## config.mk

```make
export PLATFORM = sky130hd
export DESIGN_NAME = priority_voice_allocator
export DESIGN_NICKNAME = d
export VERILOG_FILES = /design/src/rtl/core/pva_pkg.sv /design/src/rtl/core/priority_voice_allocator.sv /design/src/rtl/core/pva_mul.sv
export SDC_FILE = /design/constraint.sdc
export NUM_CORES = 1
export LEC_CHECK = 0
export BUFFER_PORTS_ARGS = -buffer_cell sky130_fd_sc_hd__buf_2
export CAP_MARGIN = 20
export CELL_PAD_IN_SITES_DETAIL_PLACEMENT = 0
export CELL_PAD_IN_SITES_GLOBAL_PLACEMENT = 1
export CORE_AREA = 10 10 186 222
export DETAILED_ROUTE_END_ITERATION = 6
export DIE_AREA = 0 0 196 232
export PLACE_DENSITY_LB_ADDON = 0.1
export SLEW_MARGIN = 0
export SYNTH_ARGS = -nofsm -noshare
export SYNTH_HDL_FRONTEND = slang
export SYNTH_HIERARCHICAL = 1
export SYNTH_SLANG_ARGS = --single-unit
```

## constraint.sdc

```tcl
create_clock -name clk -period 9.1 [get_ports clk]
set_input_delay 0.455 -clock clk [delete_from_list [all_inputs] [get_ports clk]]
set_output_delay 0.455 -clock clk [all_outputs]
set_load 0.01 [all_outputs]
```

## src/rtl/core/pva_pkg.sv

```systemverilog
// Shared constants, types and a helper function for the priority voice allocator.
`timescale 1ns / 1ps

package pva_pkg;

    // Channel organization.
    localparam int NUM_CHANNELS = 16;
    localparam int CH_W         = $clog2(NUM_CHANNELS);
    localparam int CNT_W        = CH_W + 1;

    // Field widths.
    localparam int PRIO_W = 8;
    localparam int VOL_W  = 7;
    localparam int PAN_W  = 7;
    localparam int OVOL_W = 8;

    // Surround volume arithmetic.
    localparam int BASE_VOLUME    = 96;
    localparam int PAN_SHIFT      = 2;
    localparam int VOL_NORM_SHIFT = 5;
    localparam int VOL_NORMALIZE  = 1 << VOL_NORM_SHIFT;
    localparam int PAN_CENTRE     = 64;
    localparam int PAN_RIGHT      = 127;
    localparam int VOL_FULL       = 127;
    localparam int VOL_MAX        = 255;

    // Division by VOL_FULL as a multiply by 129 / 2^14 plus one correction step.
    localparam int RECIP_MUL   = 129;
    localparam int RECIP_SHIFT = 14;
    localparam int PROD_W      = 2 * VOL_W;
    localparam int REM_W       = PROD_W + 2;

    // Shared multiplier operand and product widths.
    localparam int MUL_A_W = PROD_W + 1;
    localparam int MUL_B_W = PAN_W + 2;
    localparam int MUL_P_W = MUL_A_W + MUL_B_W;

    // Item function codes.
    localparam logic FUNC_PLAY = 1'b0;
    localparam logic FUNC_END  = 1'b1;

    // Configuration register indexes.
    localparam int CFG_IDX_W = 2;
    localparam logic [CFG_IDX_W-1:0] CFG_EIGHT    = 2'd0;
    localparam logic [CFG_IDX_W-1:0] CFG_SURROUND = 2'd1;
    localparam logic [CFG_IDX_W-1:0] CFG_MP3      = 2'd2;

    typedef enum logic [3:0] {
        ST_IDLE,
        ST_SCAN,
        ST_DECIDE,
        ST_MUL_SV,
        ST_DIV,
        ST_CORR,
        ST_MUL_DIFF,
        ST_MIX,
        ST_DONE
    } pva_state_t;

    // Clamp a signed volume to the 0..255 range of the channel volume register.
    function automatic logic [OVOL_W-1:0] clamp_vol(input logic signed [MUL_P_W-1:0] v);
        logic [OVOL_W-1:0] r;
        if (v < 0)
            r = '0;
        else if (v > MUL_P_W'(VOL_MAX))
            r = OVOL_W'(VOL_MAX);
        else
            r = v[OVOL_W-1:0];
        return r;
    endfunction

endpackage

```

## src/rtl/core/priority_voice_allocator.sv

```systemverilog
// Top level of the priority voice allocator: channel scan, sequencer and volume split.
// A play word's result follows the scan of all 16 channels (one channel per cycle), a
// decision step and, in surround, three multiplier passes, a quotient correction and a
// mix step; a channel-ended word goes straight to its result. One word is in flight at
// a time. Reset clears configuration, busy marks and sequencer; priorities stay.
`timescale 1ns / 1ps

module priority_voice_allocator (
    input  logic                             clk,
    input  logic                             rst_n,
    // Configuration write port.
    input  logic                             cfg_we,
    input  logic [pva_pkg::CFG_IDX_W-1:0]    cfg_index,
    input  logic                             cfg_data,
    // Input channel.
    input  logic                             in_valid,
    output logic                             in_ready,
    input  logic                             func,
    input  logic [pva_pkg::PRIO_W-1:0]       request_priority,
    input  logic [pva_pkg::VOL_W-1:0]        request_volume,
    input  logic [pva_pkg::PAN_W-1:0]        request_pan,
    input  logic [pva_pkg::CH_W-1:0]         ended_channel,
    // Output channel.
    output logic                             out_valid,
    input  logic                             out_ready,
    output logic                             granted,
    output logic [pva_pkg::CH_W-1:0]         channel,
    output logic [pva_pkg::OVOL_W-1:0]       front_volume,
    output logic [pva_pkg::PAN_W-1:0]        front_pan,
    output logic                             rear_valid,
    output logic [pva_pkg::CH_W-1:0]         rear_channel,
    output logic [pva_pkg::OVOL_W-1:0]       rear_volume,
    output logic [pva_pkg::PAN_W-1:0]        rear_pan
);
    import pva_pkg::*;

    // Configuration registers.
    logic eight_reg;
    logic surround_reg;
    logic mp3_reg;

    // Channel state: busy marks are reset, priorities are written before use.
    logic [NUM_CHANNELS-1:0] busy_reg;
    logic [PRIO_W-1:0]       prio_mem [NUM_CHANNELS];

    // Sequencer.
    pva_state_t state_reg, state_next;

    // Latched request.
    logic [PRIO_W-1:0] req_prio_reg;
    logic [VOL_W-1:0]  vol_reg;
    logic [PAN_W-1:0]  pan_reg;

    // Scan results.
    logic [CH_W-1:0]   scan_idx_reg;
    logic              free_found_reg;
    logic [CH_W-1:0]   free_idx_reg;
    logic              min_found_reg;
    logic [CH_W-1:0]   min_idx_reg;
    logic [PRIO_W-1:0] min_prio_reg;

    // Volume datapath.
    logic [CNT_W-1:0]  partner_reg;
    logic [PROD_W-1:0] x_reg;
    logic [VOL_W-1:0]  sv_reg;

    // Result registers.
    logic              granted_reg;
    logic [CH_W-1:0]   channel_reg;
    logic [OVOL_W-1:0] front_volume_reg;
    logic [PAN_W-1:0]  front_pan_reg;
    logic              rear_valid_reg;
    logic [CH_W-1:0]   rear_channel_reg;
    logic [OVOL_W-1:0] rear_volume_reg;
    logic [PAN_W-1:0]  rear_pan_reg;

    logic in_fire;
    logic out_fire;

    assign in_ready  = (state_reg == ST_IDLE);
    assign out_valid = (state_reg == ST_DONE);
    assign in_fire   = in_valid && in_ready;
    assign out_fire  = out_valid && out_ready;

    // ------------------------------------------------------------------
    // Reserved mask. The usable count is 16 or 8; surround reserves the
    // upper half of the usable channels, and the MP3 stream takes channel 0
    // plus either its surround partner or channel 1.
    // ------------------------------------------------------------------
    logic [CNT_W-1:0]        usable_cnt;
    logic [CNT_W-1:0]        half_cnt;
    logic [NUM_CHANNELS-1:0] res_mask;

    assign usable_cnt = eight_reg ? CNT_W'(NUM_CHANNELS / 2) : CNT_W'(NUM_CHANNELS);
    assign half_cnt   = usable_cnt >> 1;

    always_comb
    begin
        for (int i = 0; i < NUM_CHANNELS; i++)
        begin
            res_mask[i] = (CNT_W'(i) >= usable_cnt)
                        || (surround_reg && (CNT_W'(i) >= half_cnt)
                            && (CNT_W'(i) < usable_cnt))
                        || (mp3_reg && ((i == 0)
                            || (CNT_W'(i) == (surround_reg ? half_cnt : CNT_W'(1)))));
        end
    end

    // ------------------------------------------------------------------
    // Scan step: one channel per cycle. The last free channel seen is the
    // highest-numbered one; a strict less-than keeps the first channel of
    // the lowest priority.
    // ------------------------------------------------------------------
    logic [PRIO_W-1:0] cur_prio;
    logic              cur_avail;
    logic              cur_free;
    logic              cur_better;

    assign cur_prio   = prio_mem[scan_idx_reg];
    assign cur_avail  = !res_mask[scan_idx_reg];
    assign cur_free   = cur_avail && !busy_reg[scan_idx_reg];
    assign cur_better = cur_avail && (!min_found_reg || (cur_prio < min_prio_reg));

    // Decision after the scan.
    logic            grant_ok;
    logic [CH_W-1:0] pick;

    assign grant_ok = free_found_reg || (min_found_reg && (min_prio_reg <= req_prio_reg));
    assign pick     = free_found_reg ? free_idx_reg : min_idx_reg;

    // ------------------------------------------------------------------
    // Shared multiplier. It computes in turn vol * BASE_VOLUME, that
    // product times the reciprocal of 127, and finally off * sv.
    // ------------------------------------------------------------------
    logic signed [MUL_A_W-1:0] mul_a;
    logic signed [MUL_B_W-1:0] mul_b;
    logic signed [MUL_P_W-1:0] mul_p;
    logic signed [MUL_B_W-1:0] pan_off;

    // The pan offset is floored, which an arithmetic shift gives directly.
    assign pan_off = ($signed(MUL_B_W'(pan_reg)) - MUL_B_W'(PAN_CENTRE)) >>> PAN_SHIFT;

    always_comb
    begin
        mul_a = '0;
        mul_b = '0;
        unique case (state_reg)
            ST_MUL_SV:
            begin
                mul_a = MUL_A_W'(vol_reg);
                mul_b = MUL_B_W'(BASE_VOLUME);
            end
            ST_DIV:
            begin
                mul_a = MUL_A_W'(mul_p[PROD_W-1:0]);
                mul_b = MUL_B_W'(RECIP_MUL);
            end
            ST_MUL_DIFF:
            begin
                mul_a = MUL_A_W'(sv_reg);
                mul_b = pan_off;
            end
            default:
            begin
                mul_a = '0;
                mul_b = '0;
            end
        endcase
    end

    pva_mul u_mul (
        .clk (clk),
        .a   (mul_a),
        .b   (mul_b),
        .p   (mul_p)
    );

    // Quotient estimate is at most one short; one compare fixes it.
    logic [VOL_W-1:0] q_est;
    logic [REM_W-1:0] q_rem;

    assign q_est = mul_p[RECIP_SHIFT +: VOL_W];
    assign q_rem = REM_W'(x_reg) - ((REM_W'(q_est) << VOL_W) - REM_W'(q_est));

    // Front and rear split; the difference is truncated toward zero.
    logic signed [MUL_P_W-1:0] diff_round;
    logic signed [MUL_P_W-1:0] diff_val;
    logic signed [MUL_P_W-1:0] sv_ext;

    assign diff_round = (mul_p < 0) ? (mul_p + MUL_P_W'(VOL_NORMALIZE - 1)) : mul_p;
    assign diff_val   = diff_round >>> VOL_NORM_SHIFT;
    assign sv_ext     = $signed(MUL_P_W'(sv_reg));

    // ------------------------------------------------------------------
    // Sequencer.
    // ------------------------------------------------------------------
    always_ff @(posedge clk or negedge rst_n)
    begin
        if (!rst_n)
            state_reg <= ST_IDLE;
        else
            state_reg <= state_next;
    end

    always_comb
    begin
        state_next = state_reg;
        unique case (state_reg)
            ST_IDLE:
            begin
                if (in_fire)
                    state_next = (func == FUNC_END) ? ST_DONE : ST_SCAN;
            end
            ST_SCAN:
            begin
                if (scan_idx_reg == CH_W'(NUM_CHANNELS - 1))
                    state_next = ST_DECIDE;
            end
            ST_DECIDE:
            begin
                if (grant_ok && surround_reg)
                    state_next = ST_MUL_SV;
                else
                    state_next = ST_DONE;
            end
            ST_MUL_SV:   state_next = ST_DIV;
            ST_DIV:      state_next = ST_CORR;
            ST_CORR:     state_next = ST_MUL_DIFF;
            ST_MUL_DIFF: state_next = ST_MIX;
            ST_MIX:      state_next = ST_DONE;
            ST_DONE:
            begin
                if (out_fire)
                    state_next = ST_IDLE;
            end
            default:     state_next = ST_IDLE;
        endcase
    end

    // ------------------------------------------------------------------
    // Control state: configuration, busy marks, scan flags.
    // ------------------------------------------------------------------
    always_ff @(posedge clk or negedge rst_n)
    begin
        if (!rst_n)
        begin
            eight_reg      <= 1'b0;
            surround_reg   <= 1'b0;
            mp3_reg        <= 1'b0;
            busy_reg       <= '0;
            scan_idx_reg   <= '0;
            free_found_reg <= 1'b0;
            min_found_reg  <= 1'b0;
        end
        else
        begin
            if (cfg_we)
            begin
                case (cfg_index)
                    CFG_EIGHT:    eight_reg    <= cfg_data;
                    CFG_SURROUND: surround_reg <= cfg_data;
                    CFG_MP3:      mp3_reg      <= cfg_data;
                    default:      ;
                endcase
            end

            if (in_fire)
            begin
                scan_idx_reg   <= '0;
                free_found_reg <= 1'b0;
                min_found_reg  <= 1'b0;
                if ((func == FUNC_END) && (CNT_W'(ended_channel) < CNT_W'(NUM_CHANNELS)))
                    busy_reg[ended_channel] <= 1'b0;
            end

            if (state_reg == ST_SCAN)
            begin
                scan_idx_reg <= scan_idx_reg + CH_W'(1);
                if (cur_free)
                    free_found_reg <= 1'b1;
                if (cur_better)
                    min_found_reg <= 1'b1;
            end

            if ((state_reg == ST_DECIDE) && grant_ok)
                busy_reg[pick] <= 1'b1;

            // The surround partner is marked in the cycle after the front channel.
            if ((state_reg == ST_MUL_SV) && (partner_reg < CNT_W'(NUM_CHANNELS)))
                busy_reg[partner_reg[CH_W-1:0]] <= 1'b1;
        end
    end

    // ------------------------------------------------------------------
    // Payload: request latch, priority store, scan data, volume path and
    // result words.
    // ------------------------------------------------------------------
    always_ff @(posedge clk)
    begin
        if (in_fire)
        begin
            req_prio_reg     <= request_priority;
            vol_reg          <= request_volume;
            pan_reg          <= request_pan;
            granted_reg      <= 1'b0;
            channel_reg      <= '0;
            front_volume_reg <= '0;
            front_pan_reg    <= '0;
            rear_valid_reg   <= 1'b0;
            rear_channel_reg <= '0;
            rear_volume_reg  <= '0;
            rear_pan_reg     <= '0;
        end

        if (state_reg == ST_SCAN)
        begin
            if (cur_free)
                free_idx_reg <= scan_idx_reg;
            if (cur_better)
            begin
                min_idx_reg  <= scan_idx_reg;
                min_prio_reg <= cur_prio;
            end
        end

        if ((state_reg == ST_DECIDE) && grant_ok)
        begin
            prio_mem[pick] <= req_prio_reg;
            partner_reg    <= CNT_W'(pick) + half_cnt;
            granted_reg    <= 1'b1;
            channel_reg    <= pick;
            if (surround_reg)
            begin
                rear_valid_reg   <= 1'b1;
                rear_channel_reg <= CH_W'(CNT_W'(pick) + half_cnt);
                rear_pan_reg     <= PAN_W'(PAN_RIGHT);
                front_pan_reg    <= '0;
            end
            else
            begin
                front_volume_reg <= OVOL_W'(vol_reg);
                front_pan_reg    <= pan_reg;
            end
        end

        if ((state_reg == ST_MUL_SV) && (partner_reg < CNT_W'(NUM_CHANNELS)))
            prio_mem[partner_reg[CH_W-1:0]] <= req_prio_reg;

        if (state_reg == ST_DIV)
            x_reg <= mul_p[PROD_W-1:0];

        if (state_reg == ST_CORR)
            sv_reg <= (q_rem >= REM_W'(VOL_FULL)) ? (q_est + VOL_W'(1)) : q_est;

        if (state_reg == ST_MIX)
        begin
            front_volume_reg <= clamp_vol(sv_ext + diff_val);
            rear_volume_reg  <= clamp_vol(sv_ext - diff_val);
        end
    end

    assign granted      = granted_reg;
    assign channel      = channel_reg;
    assign front_volume = front_volume_reg;
    assign front_pan    = front_pan_reg;
    assign rear_valid   = rear_valid_reg;
    assign rear_channel = rear_channel_reg;
    assign rear_volume  = rear_volume_reg;
    assign rear_pan     = rear_pan_reg;

    // ------------------------------------------------------------------
    // Assertions.
    // ------------------------------------------------------------------

    // Only one word is in flight: no new word is taken while a result waits.
    a_single_word: assert property (@(posedge clk) disable iff (!rst_n)
        in_ready |-> !out_valid)
        else $error("input ready while a result is pending");

    // A granted channel is marked busy by the time its result is offered.
    a_grant_busy: assert property (@(posedge clk) disable iff (!rst_n)
        (out_valid && granted) |-> busy_reg[channel])
        else $error("granted channel not marked busy");

    // A surround partner only appears together with a granted front channel.
    a_rear_grant: assert property (@(posedge clk) disable iff (!rst_n)
        (out_valid && rear_valid) |-> (granted && surround_reg))
        else $error("rear channel without a surround grant");

    // The scan always ends in the decision step.
    a_scan_end: assert property (@(posedge clk) disable iff (!rst_n)
        ((state_reg == ST_SCAN) && (scan_idx_reg == CH_W'(NUM_CHANNELS - 1)))
        |=> (state_reg == ST_DECIDE))
        else $error("channel scan did not end in the decision step");

endmodule

```

## src/rtl/core/pva_mul.sv

```systemverilog
// Shared signed multiplier with a registered product.
`timescale 1ns / 1ps

module pva_mul (
    input  logic                                 clk,
    input  logic signed [pva_pkg::MUL_A_W-1:0]   a,
    input  logic signed [pva_pkg::MUL_B_W-1:0]   b,
    output logic signed [pva_pkg::MUL_P_W-1:0]   p
);
    import pva_pkg::*;

    logic signed [MUL_P_W-1:0] p_reg;

    always_ff @(posedge clk)
    begin
        p_reg <= MUL_P_W'(a) * MUL_P_W'(b);
    end

    assign p = p_reg;

endmodule

```

==> results.yml, run 1 <==
logic_synthesis:
  synthesis.instances: 1679
  syn_avg_cell_area_sq_um: 11.05
  syn-cell-area_sq_mm: 0.01855
  synth_seq_cells: 285
  synthAdderAreaFrac: 0.1913
  synthSimpleGateAreaFrac: 0.1376
  synth_xor_area_frac: 0.03245
  muxShareOfSynthArea: 0.05343
  yosys_warnings: 6
  synthDistinctLibCells: 88
  synthArstFlopShare: 0.1018
  synth-edff-count: 211
  synth_top_family_by_area: "adder cells"
  synth_ff_type: "edfxtp_1"
  synth-compound-area-share: 0.1052
  synth_nets: 1928
  seq_area_frac_synth: 0.4293
floorplanning:
  core_sq_mm: 0.03680
  initial_core_util: 0.5039
  rows: 77
  die-height_um: 232
  die-area_sq_mm: 0.04547
  die_x_um: 196
  io_pins: 77
final_layout:
  fillers: 3234
  antenna_cells: 0
  final-instance-count-excl-fill: 2233
  largest_reg_flops: 128
  nets: 1984
  final_core_util: 0.5532
  final_common_cell: "edfxtp_1"
  area_growth_pct: 9.769
  drive_above_1_share: 0.1148
  final_cell_mix: "edfxtp_1, inv_1, nand2_1"
critical_path:
  crit_path_end_kind: "flip-flop"
  worstPathArrival_ps: 7000
  cp_max_fo: 30
  cp_data_required_time_ps: 9500
  cp-start-kind: "flip-flop"
  crit_top_cell: "fa_1"
  path_class: "flip-flop to flip-flop"
  cpPeakStageDelay_ps: 560
  worst_path_max_delay_cell: "fa_1"
  path_cells: "nor2b_1 -> and2_0 -> nor2b_1 -> buf_4 -> or2_2 -> and2_1 -> fa_1 -> inv_1 -> fa_1 -> fa_1 -> fa_1 -> inv_1 -> fa_1 -> ha_1 -> o21ai_0 -> a211o_1 -> a21oi_2 -> mux2i_1 -> o311ai_0"
global_route:
  grt_overflow: 0
  grt_pass1_vias: 13008
  grt_pass1_wl_mm: 73.15
  track_usage: 0.2016
  grt_start_max_net_pins: 49
  antenna_found_initial: 0
clocking:
  cts_buffers: 30
  htreeDepth: 1
  clk_pin_slew_worst_paths_ps: 60
  tritoncts: "yes"
  postCtsSetupBuffers: 0
  clockBufferDepth: 3
  cts-root-buf: "clkbuf_16"
  clkLatencyLatePin_ps: 560
  cts.sinks: 285
pwr:
  p_leak_nw: 8.600
  peakVddDrop_uv: 242.6
  p_total_mw: 5.188
  p_per_area_mw_per_mm2: 254.9
routing:
  drtIter0Drc: 878
  ant_nets: 0
  wl_per_cell_um: 20.61
  vias_per_cell: 5.708
  firstDrtPassIters: 6
  routed_wl_mm: 46.03
  num_vias: 12746
  drc: 0
place:
  gp_congestion: 0.8455
  placed_cells: 2175
  portBuffers: 76
  hpwl_mm: 34.69
sta:
  finClkSkew_ps: 17.37
  post-route-period-util: 0.7247
  rsz0062_at_grt: "false"
  tightest_slew_ps: 954.3
  hold_viol: 0
  fin_crit_ps: 6595
  setup_viol: 0
  max_freq_ghz: 0.1516
  tns_ps: 0
  slew-limit-headroom: 0.3603
  maxSlewViolCount: 0
  hold_slack_ps: 69.39
job:
  cap_violations: 0
outcome:
  status: "finished clean"
min_path:
  hold_class: "input port to flip-flop"
## worst max-delay path, delay by kind of cell (launching register included)
kind                     cells  cell delay [ps]
adder cells (fa/ha/maj)      6             2740
AO/OA/AOI/OAI                4              910
flip-flops                   1              520
buffers and inverters        3              400
AND/OR/NAND/NOR              5             1650
multiplexers                 1              220
## kinds of logic (layout without fill, tap and decap cells)
group / after synthesis / after routing
and+or+nand+nor: 513 / 513
DFF: 285 / 285
AOI/OAI and AO/OA: 282 / 282
buffers and inverters: 245 / 325
adders and majority gates: 214 / 214
muxes: 72 / 72
xor gates and xnor gates: 67 / 67
other: 1 / 1
## stage by stage
stage,area [sq um],worst slack (ps)
final,20360,2505
after global routing,20360,1936
after CTS,20350,2541
after detailed placement,19360,2593
after global placement,19350,2579
after floorplan,18550,2791
## cells in the mapped netlist (11+ instances only)
cell / count / area, sq um
edfxtp_1: 211 / 6336
inv_1: 178 / 668.1
nand2_1: 172 / 645.6
fa_1: 116 / 2322
nor2_1: 103 / 386.6
ha_1: 98 / 1226
and2_1: 72 / 450.4
a21oi_1: 60 / 300.3
o21ai_0: 60 / 300.3
clkbuf_1: 52 / 195.2
dfxtp_1: 45 / 900.9
mux2i_1: 45 / 450.4
xnor2_1: 41 / 359.1
dfrtp_1: 29 / 725.7
nand2b_1: 28 / 175.2
nand3_1: 25 / 125.1
xor2_1: 24 / 210.2
mux4_2: 21 / 473.0
nor3_1: 21 / 105.1
nor2b_1: 18 / 112.6
a21o_1: 17 / 127.6
a221oi_1: 17 / 148.9
o221ai_1: 12 / 105.1
a211oi_1: 11 / 82.58
or2_2: 11 / 68.82
## final cells by class
type	count	area, sq um	share of cell area
multi-input combinational	1149	9657	0.4743
sequential	285	7966	0.3913
clock buffer	39	805.8	0.03958
inverter	179	671.9	0.03300
tap	474	593.1	0.02913
timing repair buffer	90	488.0	0.02397
clock inverter	17	176.4	0.008666
## power by group
part / leakage [nW] / internal (mW) / switching [mW]
Sequential: 2.62 / 1.67 / 0.221
Combinational: 5.50 / 0.838 / 1.23
Clock: 0.483 / 0.713 / 0.515
## final timing paths
check / start / slack (ps) / end / cells past startpoint
max reg2reg: state_reg[1] / 2510 / u_mul/p[21] / 19
max in group asynchronous: rst_n / 8110 / scan_idx_reg[0] / 2
min reg2reg: rear_pan[0] / 450 / rear_pan[0] / 1
min in group asynchronous: rst_n / 470 / busy_reg[9] / 2
min: request_volume[5] / 70 / vol_reg[5] / 1
max: state_reg[1] / 2510 / u_mul/p[21] / 19
## what timing repair did
action                    CTS  global route
hold buffers                1             0
resized for setup           0             0
hold endpoints to repair   29             0
## layer usage
| layer | up-vias | global-route usage | share of wire |
|---|---|---|---|
| li1 | 5987 | - | - |
| met2 | 322 | 0.3571 | 0.52 |
| met1 | 6351 | 0.2462 | 0.41 |
| met5 | - | 0 | 0 |
| met3 | 86 | 0.02282 | 0.041 |
| met4 | 0 | 0.07788 | 0.037 |
Note: power is estimated with default switching activity, not from simulation.
==> run 2, diff against run 1 <==
==> constraint.sdc (replaced) <==
create_clock -name clk -period 6.6 [get_ports clk]
set_input_delay 0.33 -clock clk [delete_from_list [all_inputs] [get_ports clk]]
set_output_delay 0.33 -clock clk [all_outputs]
set_load 0.01 [all_outputs]
==> results.yml, run 2 (synthesis gave the netlist of run 1 again) <==
outcome:
  status: "finished clean"
critical_path:
  worstPathArrival_ps: 6570
  cp_data_required_time_ps: 7020
  crit_path_end_kind: "flip-flop"
  cp-start-kind: "flip-flop"
  cp_max_fo: 21
  path_class: "flip-flop to flip-flop"
floorplanning:
  die-area_sq_mm: 0.04547
  initial_core_util: 0.5039
  io_pins: 77
  die-height_um: 232
  die_x_um: 196
  core_sq_mm: 0.03680
  rows: 77
global_route:
  use_met2: 0.3682
  grt_start_max_net_pins: 49
  grt_overflow: 0
  antenna_found_initial: 0
  grt_use_met1: 0.2437
  gr-usage-met3: 0.02166
  track_usage: 0.2020
  grt_pass1_vias: 13152
  grt_busiest_layer: "met2"
  grt_pass1_wl_mm: 73.52
routing:
  wl_per_cell_um: 20.22
  firstDrtPassIters: 7
  drc: 0
  ant_nets: 0
  vias_per_cell: 5.622
  num_vias: 12733
  routed_wl_mm: 45.80
  drtIter0Drc: 835
pwr:
  p_total_mw: 7.246
  p_per_area_mw_per_mm2: 349.7
  p_leak_nw: 8.776
  peakVddDrop_uv: 338.6
final_layout:
  largest_reg_flops: 128
  final_common_cell: "edfxtp_1"
  antenna_cells: 0
  fillers: 3182
  drive_above_1_share: 0.1200
  seq_area_sq_mm: 0.007966
  multi_input_area_sq_mm: 0.009667
  nets: 2016
  final_cell_mix: "edfxtp_1, inv_1, nand2_1"
  area_growth_pct: 11.73
clocking:
  cts.sinks: 285
  cts-root-buf: "clkbuf_16"
  cts_buffers: 31
  tritoncts: "yes"
  clockBufferDepth: 3
  clkLatencyLatePin_ps: 560
  htreeDepth: 1
  postCtsSetupBuffers: 0
  clk_pin_slew_worst_paths_ps: 60
sta:
  slew-limit-headroom: 0.4032
  hold_slack_ps: 43.77
  finClkSkew_ps: 13.65
  max_freq_ghz: 0.1625
  tightest_slew_ps: 895.2
  post-route-period-util: 0.9326
  rsz0062_at_grt: "false"
  hold_viol: 0
  setup_viol: 0
  fin_crit_ps: 6155
  tns_ps: 0
  maxSlewViolCount: 0
place:
  portBuffers: 76
  gp_congestion: 0.8581
  hpwl_mm: 34.54
job:
  cap_violations: 0
min_path:
  hold_class: "input port to flip-flop"
## run 2: changes by cell type in the layout (fill, tap and decap cells not counted), sizes merged
cell	before	now
clkbuf	39	44
clkinv	10	9
dlygate4sd3	1	23
buf	89	98
inv	182	179
## run 2: timing repair
action,4_1_cts,5_1_grt
hold buffers,23,0
endpoints found under the setup margin,0,9
hold endpoints to repair,51,0
gates resized for setup,0,6
## run 2: area by class of cell
type                       instances  share of cell area
clock buffer                      44             0.04365
clock inverter                    13            0.006762
inverter                         179             0.03242
multi-input combinational       1149              0.4665
sequential                       285              0.3844
tap                              474             0.02862
timing repair buffer             121             0.03762
## run 2: power by group
part	switching [mW]	internal (mW)
combinational	1.69	1.18
clock	0.688	1.07
sequential	0.323	2.30
total	2.70	4.55
## run 2: metal layers
layer  wire (um)  part of all wire
met5           0                 0
met4        1286             0.028
met3        1822             0.040
met2       23960              0.52
met1       18740              0.41
## run 2: critical path, stage by stage (launching register included)
cell      delay [ps]
dfrtp_1          470
nor2b_1          280
and2_1           350
nor2b_1          210
buf_4            290
or2_4            270
nand2_1          100
fa_1             500
fa_1             530
fa_1             530
fa_1             560
inv_1             60
fa_1             460
ha_1             320
o21ai_0          140
a211o_1          350
a21oi_2          260
mux2i_1          210
o311ai_0         130
## run 2: metrics by stage
| step | cell area, sq um | cells | util | setup slack [ps] |
|---|---|---|---|---|
| after detailed placement | 19430 | 2184 | 0.5278 | 291.1 |
| after floorplan | 18550 | 1679 | - | 290.7 |
| after global placement | 19430 | 2184 | 0.5278 | 391.8 |
| final | 20720 | 2265 | 0.5631 | 444.8 |
| after CTS | 20700 | 2264 | 0.5625 | 238.0 |
| after global routing | 20720 | 2265 | 0.5631 | 66.54 |
## run 2: final timing paths
kind	from	end	slack, ps	cells past startpoint
setup / recovery	state_reg[3]	u_mul/p[21]	440	18
hold / removal	cfg_data	eight_reg	40	2
setup reg to reg	state_reg[3]	u_mul/p[21]	440	18
hold reg to reg	rear_pan[0]	rear_pan[0]	450	1
max in group asynchronous	rst_n	scan_idx_reg[0]	5710	2
min in group asynchronous	rst_n	busy_reg[0]	370	2
==> run 3, diff against run 2 <==
--- a/config.mk
+++ b/config.mk
@@ -9,12 +9,11 @@
 export CAP_MARGIN = 20
 export CELL_PAD_IN_SITES_DETAIL_PLACEMENT = 0
 export CELL_PAD_IN_SITES_GLOBAL_PLACEMENT = 1
-export CORE_AREA = 10 10 186 222
+export CORE_AREA = 10 10 181 217
 export DETAILED_ROUTE_END_ITERATION = 6
-export DIE_AREA = 0 0 196 232
+export DIE_AREA = 0 0 191 227
 export PLACE_DENSITY_LB_ADDON = 0.1
 export SLEW_MARGIN = 0
 export SYNTH_ARGS = -nofsm -noshare
 export SYNTH_HDL_FRONTEND = slang
-export SYNTH_HIERARCHICAL = 1
 export SYNTH_SLANG_ARGS = --single-unit
==> results.yml, run 3 <==
sta:
  tns_ps: 0
  hold_viol: 0
  max_freq_ghz: 0.1598
  maxSlewViolCount: 0
  setup_viol: 0
  hold_slack_ps: 31.23
  fin_crit_ps: 6258
  slew-limit-headroom: 0.3795
  finClkSkew_ps: 11.35
  post-route-period-util: 0.9482
  tightest_slew_ps: 927.3
min_path:
  hold_class: "input port to flip-flop"
logic_synthesis:
  synthesis.instances: 1562
  synthArstFlopShare: 0.1018
  yosys_warnings: 0
  synth-edff-count: 211
  synth-compound-area-share: 0.1002
  synth_ff_type: "edfxtp_1"
  netlist.area_leader.share: 0.3607
  syn_avg_cell_area_sq_um: 11.25
  synthSimpleGateAreaFrac: 0.1351
  yosys.area.top_type: "edfxtp_1"
  synthMostInstantiatedCell: "edfxtp_1"
  synthDistinctLibCells: 88
  seq_area_frac_synth: 0.4533
  synthAdderAreaFrac: 0.1798
  muxShareOfSynthArea: 0.05698
  synth_seq_cells: 285
  synth_xor_area_frac: 0.03141
  synth_top_family_by_area: "adder cells"
  yosys-top-cells-count: "edfxtp_1, nand2_1, inv_1, nor2_1, ha_1"
  syn-cell-area_sq_mm: 0.01757
  synth.area.top_cells: "edfxtp_1, fa_1, ha_1"
pwr:
  peakVddDrop_uv: 244.4
  p_total_mw: 7.591
  p_per_area_mw_per_mm2: 381.3
  p_leak_nw: 8.337
clocking:
  clk_pin_slew_worst_paths_ps: 60
  htreeDepth: 1
  cts_buffers: 29
  cts-root-buf: "clkbuf_16"
  clockBufferDepth: 3
  clkLatencyLatePin_ps: 550
  tritoncts: "yes"
  cts.sinks: 285
floorplanning:
  initial_core_util: 0.5045
  rows: 75
  die-height_um: 227
  io_pins: 77
  die_x_um: 191
  die-area_sq_mm: 0.04336
  core_sq_mm: 0.03481
routing:
  vias_per_cell: 5.570
  ant_nets: 0
  firstDrtPassIters: 5
  drc: 0
  wl_per_cell_um: 20.23
  num_vias: 12216
  routed_wl_mm: 44.37
  drtIter0Drc: 748
global_route:
  grt_pass1_wl_mm: 70.53
  grt_pass1_vias: 12626
  antenna_found_initial: 1
  grt_overflow: 0
  track_usage: 0.2078
  grt_start_max_net_pins: 39
critical_path:
  cp-start-kind: "flip-flop"
  crit_path_end_kind: "flip-flop"
  worstPathArrival_ps: 6740
  cp_data_required_time_ps: 7080
  r2r_slack_ps: 340
  path_class: "flip-flop to flip-flop"
  cp_max_fo: 7
final_layout:
  seq_area_sq_mm: 0.007964
  largest_reg_flops: 128
  antenna_cells: 0
  fillers: 3001
  multi_input_area_sq_mm: 0.009046
  nets: 1943
  final_common_cell: "edfxtp_1"
  fin_area_sq_mm: 0.01991
  final_cell_mix: "edfxtp_1, nand2_1, inv_1"
  drive_above_1_share: 0.1282
  final-instance-count-excl-fill: 2193
  area_growth_pct: 13.33
place:
  placed_cells: 2113
  dpl-instance-area_sq_mm: 0.01868
  gp_congestion: 0.8792
  portBuffers: 76
  hpwl_mm: 34.24
job:
  cap_violations: 0
outcome:
  status: "finished clean"
[run 3: changes by cell type in the layout (fill, tap and decap cells not counted), sizes merged, moves of 8 or more]
cell	change
and2	-50
conb	+41
inv	-34
fa	-27
nand3	+17
nand2	-15
nor2	+13
ha	+12
a211oi	-8
buf	+8
mux2	+8
mux2i	-8
[run 3: metal layers]
layer | GRT usage | vias to the layer above | share of wire
met3 | 0.01699 | 61 | 0.033
met2 | 0.3885 | 279 | 0.54
li1 | - | 5847 | -
met1 | 0.2500 | 6029 | 0.40
met4 | 0.05646 | 0 | 0.024
met5 | 0 | - | 0
[run 3: worst paths after layout]
| kind | depth (start not counted) | from | endpoint |
|---|---|---|---|
| worst max-delay path | 25 | state_reg[3] | u_mul.p[21] |
| worst min-delay path | 1 | request_pan[5] | pan_reg[5] |
| worst max register to register | 25 | state_reg[3] | u_mul.p[21] |
| worst min register to register | 2 | granted | granted |
| max in group asynchronous | 2 | rst_n | scan_idx_reg[0] |
| min in group asynchronous | 2 | rst_n | busy_reg[3] |
[run 3: cell type report]
cell class / count / area share
Inverter: 144 / 0.02715
Timing Repair Buffer: 129 / 0.04255
Clock buffer: 39 / 0.04035
Sequential cell: 285 / 0.4000
Multi-Input combinational cell: 1120 / 0.4544
Tap cell: 462 / 0.02904
Clock inverter: 14 / 0.006474
[run 3: cell families after synthesis]
kind of cell,count (synthesis)
AND/OR/NAND/NOR,481
flip-flops,285
AO/OA/AOI/OAI,263
adder cells (fa/ha/maj),199
buffers and inverters,197
multiplexers,72
XOR/XNOR,63
other,2
[run 3: where the power goes]
group,total (mW),switching (mW),internal [mW]
clock,1.62,0.684,0.932
sequential,2.77,0.414,2.35
combinational,3.21,1.85,1.36
[run 3: timing repair]
item	4_1_cts	5_1_grt
endpoints found under the setup margin	0	5
buffers inserted	0	4
hold buffers	22	0
gates resized for setup	0	11
endpoints found under the hold margin	50	0
[run 3: metrics by stage]
| step | utilization | setup WS, ps |
|---|---|---|
| 2_1_floorplan | - | 142.0 |
| 3_3_place_gp | 0.5365 | 291.9 |
| 3_5_place_dp | 0.5365 | 197.9 |
| 4_1_cts | 0.5696 | 145.1 |
| 5_1_grt | 0.5718 | -1.448 |
| 6_report | 0.5718 | 342.1 |
[run 3: critical path, stage by stage (launching register included)]
cell and delay [ps]:
dfrtp_1 370, nand2b_2 260, nor3_4 210, buf_6 150
buf_4 110, nand2_1 60, nand3_1 160, nand2_1 110
fa_1 540, inv_1 50, fa_1 520, fa_1 460
fa_1 560, inv_1 60, fa_1 500, inv_1 40
ha_1 350, nand3_1 110, o211ai_1 110, or3_1 370
nand2_1 80, o21ai_0 130, o41a_1 360, a41oi_2 220
nor2b_1 180, xnor2_1 120
